**src/hdl/ssag_pkg.sv**
```systemverilog
// ----------------------------------------------------------------------------
// ssag_pkg
// Shared types and constants for the strided scatter address generator.
// ----------------------------------------------------------------------------
`default_nettype none
package ssag_pkg;
  localparam int REG_COUNT = 8;
  localparam int REG_W     = 64;
  localparam int IDX_W     = 4;
  localparam int AX_W      = 3;
  localparam int LANE_W    = 16;
  localparam int WORD_W    = 32;

  localparam logic [REG_W-1:0] EXT_RESET   = 64'h0001_0001_0001_0001;
  localparam logic [REG_W-1:0] BEGIN_RESET = 64'h0;

  // register pair index
  localparam logic [1:0] PAIR_SLICE = 2'd0;
  localparam logic [1:0] PAIR_FULL  = 2'd1;
  localparam logic [1:0] PAIR_STEP  = 2'd2;
  localparam logic [1:0] PAIR_START = 2'd3;

  // per-axis phases
  localparam logic [1:0] PH_STRIDE = 2'd0;
  localparam logic [1:0] PH_SCALE  = 2'd1;
  localparam logic [1:0] PH_ACCUM  = 2'd2;

  typedef struct packed {
    logic load;
    logic step;
    logic publish;
  } ssag_cmd_t;

  typedef struct packed {
    logic last_step;
  } ssag_sts_t;
endpackage
`default_nettype wire

```
**src/hdl/ssag_datapath.sv**
```systemverilog
// ----------------------------------------------------------------------------
// ssag_datapath
// Config registers, odometer and shared-multiplier address accumulator.
// ----------------------------------------------------------------------------
`default_nettype none
module ssag_datapath import ssag_pkg::*; #(
  parameter int NUM_AXES  = 8,
  parameter int DIM_BITS  = 16,
  parameter int ADDR_BITS = 32
) (
  input  wire logic              clk,
  input  wire logic              rst_n,
  input  wire logic              cfg_we,
  input  wire logic [IDX_W-1:0]  cfg_index,
  input  wire logic [REG_W-1:0]  cfg_data,
  input  wire logic [WORD_W-1:0] in_element,
  input  wire ssag_cmd_t         cmd,
  output ssag_sts_t              sts,
  output logic [WORD_W-1:0]      out_dest_address,
  output logic [WORD_W-1:0]      out_element_out,
  output logic                   out_last
);
  localparam logic [WORD_W-1:0] AMASK = (ADDR_BITS >= WORD_W) ? {WORD_W{1'b1}} :
                                        WORD_W'((64'd1 << ADDR_BITS) - 64'd1);
  localparam logic [AX_W-1:0] AX_TOP = AX_W'(NUM_AXES - 1);

  logic [REG_W-1:0]    regs_r [REG_COUNT];
  logic [DIM_BITS-1:0] coord_r [REG_COUNT];
  logic [WORD_W-1:0]   elem_r, acc_r, scale_r, mreg_r;
  logic [WORD_W-1:0]   out_addr_r, out_elem_r;
  logic                out_last_r;
  logic [AX_W-1:0]     axis_r;
  logic [1:0]          phase_r;
  logic                carry_r, allmax_r;

  logic [DIM_BITS-1:0] ext_slice, ext_full, ext_step, ext_start, c, cmax;
  logic [WORD_W-1:0]   mul_a, mul_b, mul_p;
  logic                at_max;

  function automatic logic [DIM_BITS-1:0] lane_of(input logic [REG_W-1:0] r,
                                                  input logic [1:0] q);
    logic [LANE_W-1:0] l;
    l = r[LANE_W*q +: LANE_W];
    return l[DIM_BITS-1:0];
  endfunction

  assign ext_slice = lane_of(regs_r[{PAIR_SLICE, axis_r[2]}], axis_r[1:0]);
  assign ext_full  = lane_of(regs_r[{PAIR_FULL,  axis_r[2]}], axis_r[1:0]);
  assign ext_step  = lane_of(regs_r[{PAIR_STEP,  axis_r[2]}], axis_r[1:0]);
  assign ext_start = lane_of(regs_r[{PAIR_START, axis_r[2]}], axis_r[1:0]);
  assign c         = coord_r[axis_r];
  assign cmax      = (ext_slice == '0) ? '0 : ext_slice - 1'b1;
  assign at_max    = (c >= cmax);

  always_comb begin
    case (phase_r)
      PH_STRIDE: begin
        mul_a = WORD_W'(c);
        mul_b = WORD_W'(signed'(ext_step));
      end
      PH_SCALE: begin
        mul_a = mreg_r + WORD_W'(ext_start);
        mul_b = scale_r;
      end
      default: begin
        mul_a = scale_r;
        mul_b = WORD_W'(ext_full);
      end
    endcase
  end
  assign mul_p = mul_a * mul_b;

  assign sts.last_step = (axis_r == '0) && (phase_r == PH_ACCUM);

  always_ff @(posedge clk) begin
    if (!rst_n) begin
      for (int i = 0; i < REG_COUNT; i++) begin
        regs_r[i]  <= (i >= 6) ? BEGIN_RESET : EXT_RESET;
        coord_r[i] <= '0;
      end
      axis_r  <= AX_TOP;
      phase_r <= PH_STRIDE;
      carry_r <= 1'b1;
      allmax_r <= 1'b1;
    end else begin
      if (cfg_we && cfg_index < IDX_W'(REG_COUNT))
        regs_r[cfg_index[AX_W-1:0]] <= cfg_data;
      if (cmd.load) begin
        elem_r   <= in_element;
        acc_r    <= '0;
        scale_r  <= WORD_W'(1);
        axis_r   <= AX_TOP;
        phase_r  <= PH_STRIDE;
        carry_r  <= 1'b1;
        allmax_r <= 1'b1;
      end else if (cmd.step) begin
        case (phase_r)
          PH_STRIDE: begin
            mreg_r  <= mul_p;
            phase_r <= PH_SCALE;
            if (!at_max) allmax_r <= 1'b0;
            if (carry_r) begin
              if (at_max) begin
                coord_r[axis_r] <= '0;
              end else begin
                coord_r[axis_r] <= c + 1'b1;
                carry_r <= 1'b0;
              end
            end
          end
          PH_SCALE: begin
            mreg_r  <= mul_p;
            phase_r <= PH_ACCUM;
          end
          default: begin
            acc_r   <= acc_r + mreg_r;
            scale_r <= mul_p;
            phase_r <= PH_STRIDE;
            axis_r  <= axis_r - 1'b1;
          end
        endcase
      end
    end
  end

  always_ff @(posedge clk) begin
    if (cmd.publish) begin
      out_addr_r <= acc_r & AMASK;
      out_elem_r <= elem_r;
      out_last_r <= allmax_r;
    end
  end

  assign out_dest_address = out_addr_r;
  assign out_element_out  = out_elem_r;
  assign out_last         = out_last_r;
endmodule
`default_nettype wire

```
**src/hdl/ssag_ctrl.sv**
```systemverilog
// ----------------------------------------------------------------------------
// ssag_ctrl
// Sequencer: accepts a request, steps the datapath, hands off the result.
// ----------------------------------------------------------------------------
`default_nettype none
module ssag_ctrl import ssag_pkg::*; (
  input  wire logic clk,
  input  wire logic rst_n,
  input  wire logic in_valid,
  output logic      in_stall,
  output logic      out_valid,
  input  wire logic out_stall,
  input  wire ssag_sts_t sts,
  output ssag_cmd_t cmd
);
  typedef enum logic [1:0] {S_IDLE, S_RUN, S_FIN} state_t;

  state_t state_r;
  logic   out_valid_r;
  logic   out_valid_nxt;
  logic   can_pub;

  assign in_stall      = (state_r != S_IDLE);
  assign out_valid     = out_valid_r;
  assign can_pub       = !out_valid_r || !out_stall;
  assign cmd.load      = (state_r == S_IDLE) && in_valid;
  assign cmd.step      = (state_r == S_RUN);
  assign cmd.publish   = (state_r == S_FIN) && can_pub;
  assign out_valid_nxt = cmd.publish || (out_valid_r && out_stall);

  always_ff @(posedge clk) begin
    if (!rst_n) begin
      state_r     <= S_IDLE;
      out_valid_r <= 1'b0;
    end else begin
      out_valid_r <= out_valid_nxt;
      case (state_r)
        S_IDLE: if (in_valid) state_r <= S_RUN;
        S_RUN:  if (sts.last_step) state_r <= S_FIN;
        S_FIN: begin
          if (can_pub) begin
            state_r <= S_IDLE;
          end
        end
        default: state_r <= S_IDLE;
      endcase
    end
  end

`ifndef NO_ASSERTIONS
  a_load_runs: assert property (@(posedge clk) disable iff (!rst_n)
    cmd.load |=> state_r == S_RUN) else $error("load did not start run");
  a_pub_valid: assert property (@(posedge clk) disable iff (!rst_n)
    cmd.publish |=> out_valid_r) else $error("publish lost");
  a_no_overrun: assert property (@(posedge clk) disable iff (!rst_n)
    cmd.publish |-> !(out_valid_r && out_stall)) else $error("result overwritten");
`endif
endmodule
`default_nettype wire

```
**src/hdl/strided_scatter_address_gen.sv**
```systemverilog
// ----------------------------------------------------------------------------
// strided_scatter_address_gen
// Scatter address generator for strided-slice gradients.
// ----------------------------------------------------------------------------
// A request is taken only while the block is idle. It walks the axes from the
// top axis down to axis 0 before its result is registered; the next request
// is accepted only once that result is handed off, so requests never overlap.
// One shared 32-bit multiplier is used three times per axis (coordinate times
// stride, term times scale, scale times full extent). A finished address waits
// while the previous result is still stalled. Configuration is written through
// cfg_valid/cfg_ready by the user while idle; the block does not enforce it.
`default_nettype none
module strided_scatter_address_gen import ssag_pkg::*; #(
  parameter int NUM_AXES  = 8,
  parameter int DIM_BITS  = 16,
  parameter int ADDR_BITS = 32
) (
  input  wire logic              clk,
  input  wire logic              rst_n,
  input  wire logic              cfg_valid,
  output logic                   cfg_ready,
  input  wire logic [IDX_W-1:0]  cfg_index,
  input  wire logic [REG_W-1:0]  cfg_data,
  input  wire logic              in_valid,
  output logic                   in_stall,
  input  wire logic [WORD_W-1:0] in_element,
  output logic                   out_valid,
  input  wire logic              out_stall,
  output logic [WORD_W-1:0]      out_dest_address,
  output logic [WORD_W-1:0]      out_element_out,
  output logic                   out_last
);
  ssag_cmd_t cmd;
  ssag_sts_t sts;

  assign cfg_ready = 1'b1;

  ssag_ctrl u_ctrl (
    .clk, .rst_n, .in_valid, .in_stall, .out_valid, .out_stall, .sts, .cmd
  );

  ssag_datapath #(
    .NUM_AXES(NUM_AXES), .DIM_BITS(DIM_BITS), .ADDR_BITS(ADDR_BITS)
  ) u_dp (
    .clk, .rst_n,
    .cfg_we(cfg_valid && cfg_ready), .cfg_index, .cfg_data,
    .in_element, .cmd, .sts,
    .out_dest_address, .out_element_out, .out_last
  );
endmodule
`default_nettype wire
```
**config.mk**
```make
export PLATFORM = sky130hd
export DESIGN_NAME = strided_scatter_address_gen
export DESIGN_NICKNAME = d
export VERILOG_FILES = /design/src/hdl/ssag_pkg.sv /design/src/hdl/ssag_datapath.sv /design/src/hdl/ssag_ctrl.sv /design/src/hdl/strided_scatter_address_gen.sv
export SDC_FILE = /design/constraint.sdc
export NUM_CORES = 2
export LEC_CHECK = 0
export ABC_CLOCK_PERIOD_IN_PS = 15550
export BUFFER_PORTS_ARGS = -buffer_cell sky130_fd_sc_hd__buf_4
export CAP_MARGIN = 20
export CORE_UTILIZATION = 56
export CTS_CLUSTER_DIAMETER = 80
export CTS_CLUSTER_SIZE = 20
export DETAILED_ROUTE_END_ITERATION = 6
export GPL_TIMING_DRIVEN = 0
export PLACE_DENSITY = 0.73
export RECOVER_POWER = 25
export SYNTH_ARGS = -nofsm -noshare
export SYNTH_HDL_FRONTEND = slang
export SYNTH_HIERARCHICAL = 1
export SYNTH_SLANG_ARGS = --single-unit
```
**constraint.sdc**
```tcl
create_clock -name clk -period 15.55 [get_ports clk]
set_input_delay 1.555 -clock clk [delete_from_list [all_inputs] [get_ports clk]]
set_output_delay 1.555 -clock clk [all_outputs]
set_load 0.05 [all_outputs]
```
==> results.yml <==
worst_setup_path:
  cp_max_fo: 19
  worst_setup_path_start_kind: "register"
  cp.required_ns: 15.94
  critPathKind: "reg -> reg"
  crit_path_top_delay_cell: "clkbuf_2"
  cp.arrival_ns: 15.59
  timing.critical_path.mode_cell: "fa_1"
  rrSetupSlack_ns: 0.35
  cp_slowest_stage_delay_ns: 0.64
  end_kind: "register"
die:
  rows: 114
  die_area_um2: 99200
  start_util_pct: 56.6
  num_io_pins: 173
  coreArea_um2: 96900
  die-height_um: 315
  die_width_um: 315
global_route:
  gr-total-overflow: 0
  grtUsageTotal_pct: 34.0
  antenna_found_initial: 15
  first_global_vias: 36683
  grt_max_degree: 65
  grt_pass1_wl_um: 242000
synthesis:
  ys_types: 87
  postSynthAreaPerCell_um2: 12.1
  synth.area.top_cells: "edfxtp_1, fa_1, mux4_2, and2_1, ha_1"
  synth.most_common_cell: "edfxtp_1"
  synth_seq_area_share_pct: 46.1
  yosys_most_used_dff: "edfxtp_1"
  synth_commonest_cells: "edfxtp_1, nor2_1, and2_1"
  synth_seq_cells: 847
  synth_edf_count: 833
  synth_area_um2: 54900
  yosysTopAreaCell: "edfxtp_1"
  synthDominantCellAreaShare_pct: 45.6
  synthArstFlopShare_pct: 0
  yosysWarnings: 6
  syn_inst: 4524
  synth_nets: 5229
status:
  run_status: "finished with violations"
  failed_checks: "DRC, capacitance limit, slew limit"
routing:
  wl_um: 166000
  wl_per_cell_um: 27.3
  drcViolationCount: 28
  first_pass_iters: 7
  drtAntennaViolNets: 0
  num_vias: 37232
  viasPerCell: 6.12
  drt_first_iter_violations: 4808
cts:
  numCtsBuffers: 49
  postCtsSetupBuffers: 0
  cts_max_path_buffers: 3
  cts_sinks: 847
  h-tree-depth: 2
  cts_tree: "done"
  cts.reportedPaths.clkPinSlew_ns: 0.09
  clock_latency_ns: 0.66
  cts_root_buffer: "clkbuf_16"
  hold_buffers: 0
cells_and_area:
  fillers: 7696
  register_area_um2: 25300
  multi_input_area_um2: 26900
  design_area_um2: 59500
  syn_to_final_growth_pct: 8.39
  drive_gt1_share_pct: 9.73
  nets: 5484
timing:
  relSlewSlack_pct: -93.2
  worst_slack_ns: 0.352
  post-route-period-util_pct: 97.7
  tightest_slew_ns: 2.87
  fmax_mhz: 65.8
  setup_viol: 0
  slew_viol_final: 93
  fin_skew_ns: 0.0376
  rsz0062_at_grt: "false"
  finalHoldViolCount: 0
  min_period_ns: 15.20
placed_design:
  place_congestion: 1.03
  io_buffers: 171
  dpl.hpwl_um: 128000
  pre_cts_slack_ns: -1.45
  placed_area_um2: 58400
min_path:
  hold_path_class: "reg -> reg"
job:
  drv_cap: 4
[state kept, by name, indices dropped and copies added, names as in the netlist, 3 cells and up, named ones only]
name / cells
u_dp/elem_r: 32
u_dp/axis_r: 3
u_dp/scale_r: 32
u_dp/out_element_out: 32
u_dp/regs_r: 512
u_dp/acc_r: 32
u_dp/mreg_r: 32
u_dp/out_dest_address: 32
u_dp/coord_r: 128
[timing repair]
action                                  CTS  global route
endpoints found under the hold margin     0             0
gates cloned                              0             0
endpoints found under the setup margin   24             8
gates resized for setup                  16            14
[layer usage]
metal / vias up / part of all wire [%] / wire length, µm / track usage (%)
met3: 429 / 11 / 18300 / 6.28
li1: 15707 / - / - / -
met4: 4 / 5.1 / 8490 / 14.5
met1: 18811 / 38 / 63000 / 46.7
met2: 2281 / 46 / 75900 / 53.3
met5: - / 0.014 / 24 / 0
[final timing paths]
check | endpoint | from | cells after the start
worst max-delay path | u_dp/scale_r[31]$_SDFFCE_PP0P_ | u_dp/axis_r[1]$_SDFFE_PP1P_ | 48
worst min-delay path | u_dp/out_element_out[0]$_DFFE_PP_ | u_dp/elem_r[0]$_DFFE_PP_ | 0
worst max register to register | u_dp/scale_r[31]$_SDFFCE_PP0P_ | u_dp/axis_r[1]$_SDFFE_PP1P_ | 48
worst min register to register | u_dp/out_element_out[0]$_DFFE_PP_ | u_dp/elem_r[0]$_DFFE_PP_ | 0
[critical path, delay by kind of cell (launching register included)]
| family | cells | cell delay (ns) |
|---|---|---|
| compound gates | 9 | 2.52 |
| buf+inv | 15 | 4.69 |
| fa+ha+maj | 10 | 4.56 |
| xor+xnor | 3 | 0.82 |
| simple gates | 11 | 1.92 |
| flops | 1 | 0.39 |
[cell type report]
type | instances | share of cell area, %
inverter | 499 | 3.15
timing repair buffer | 209 | 2.47
multi-input combinational | 2962 | 45.3
buffer | 211 | 1.53
clock inverter | 6 | 0.133
sequential | 847 | 42.5
tap | 1276 | 2.68
antenna | 5 | 0.0210
clock buffer | 65 | 2.22
[per-stage QoR]
step / util, % / setup TNS, ns / cells / hold slack (ns)
after floorplan: - / 0 / 4524 / 0.400
after global placement: 59.6 / -22.25 / 5971 / 0.400
after detailed placement: 60.3 / -17.95 / 6005 / 0.405
after CTS: 61.8 / 0 / 6075 / 0.419
after global routing: 61.4 / 0 / 6077 / 0.430
final: 61.4 / 0 / 6080 / 0.415
[cell usage in the layout (no fill, tap or decap), types with 11 or more instances in the layout]
cell       count
xnor2_1       97
o21bai_1      12
and2_0        44
a21o_1        58
or2_2         27
mux2i_1       40
a21oi_1       99
o21a_1        13
buf_2         23
o21ai_0       57
o211ai_1      11
fa_1         410
dfxtp_1       14
buf_4         89
or3_1         28
a211oi_1      15
nand4_1       20
clkbuf_1     252
xor2_1        40
inv_1        496
edfxtp_1     833
nand2_1      266
clkbuf_4      35
clkbuf_16     50
and2_1       459
nor2b_1       47
nand3_1       42
ha_1         190
mux4_2       159
nand2b_1     139
nor3_1        23
nor2_1       515
[cell families (layout without fill, tap and decap cells)]
family	after synthesis	count (layout)	synth area share, %
flip-flops	847	847	46.1
AO/OA/AOI/OAI	349	349	4.18
multiplexers	211	211	7.55
adder cells (fa/ha/maj)	600	600	19.3
AND/OR/NAND/NOR	1655	1655	15.3
XOR/XNOR	146	146	2.53
other	1	6	0.00684
buffers and inverters	715	990	5.06
Power is not shown: default switching activity piles up to over one toggle a cycle in this logic, so the estimate is an artifact.
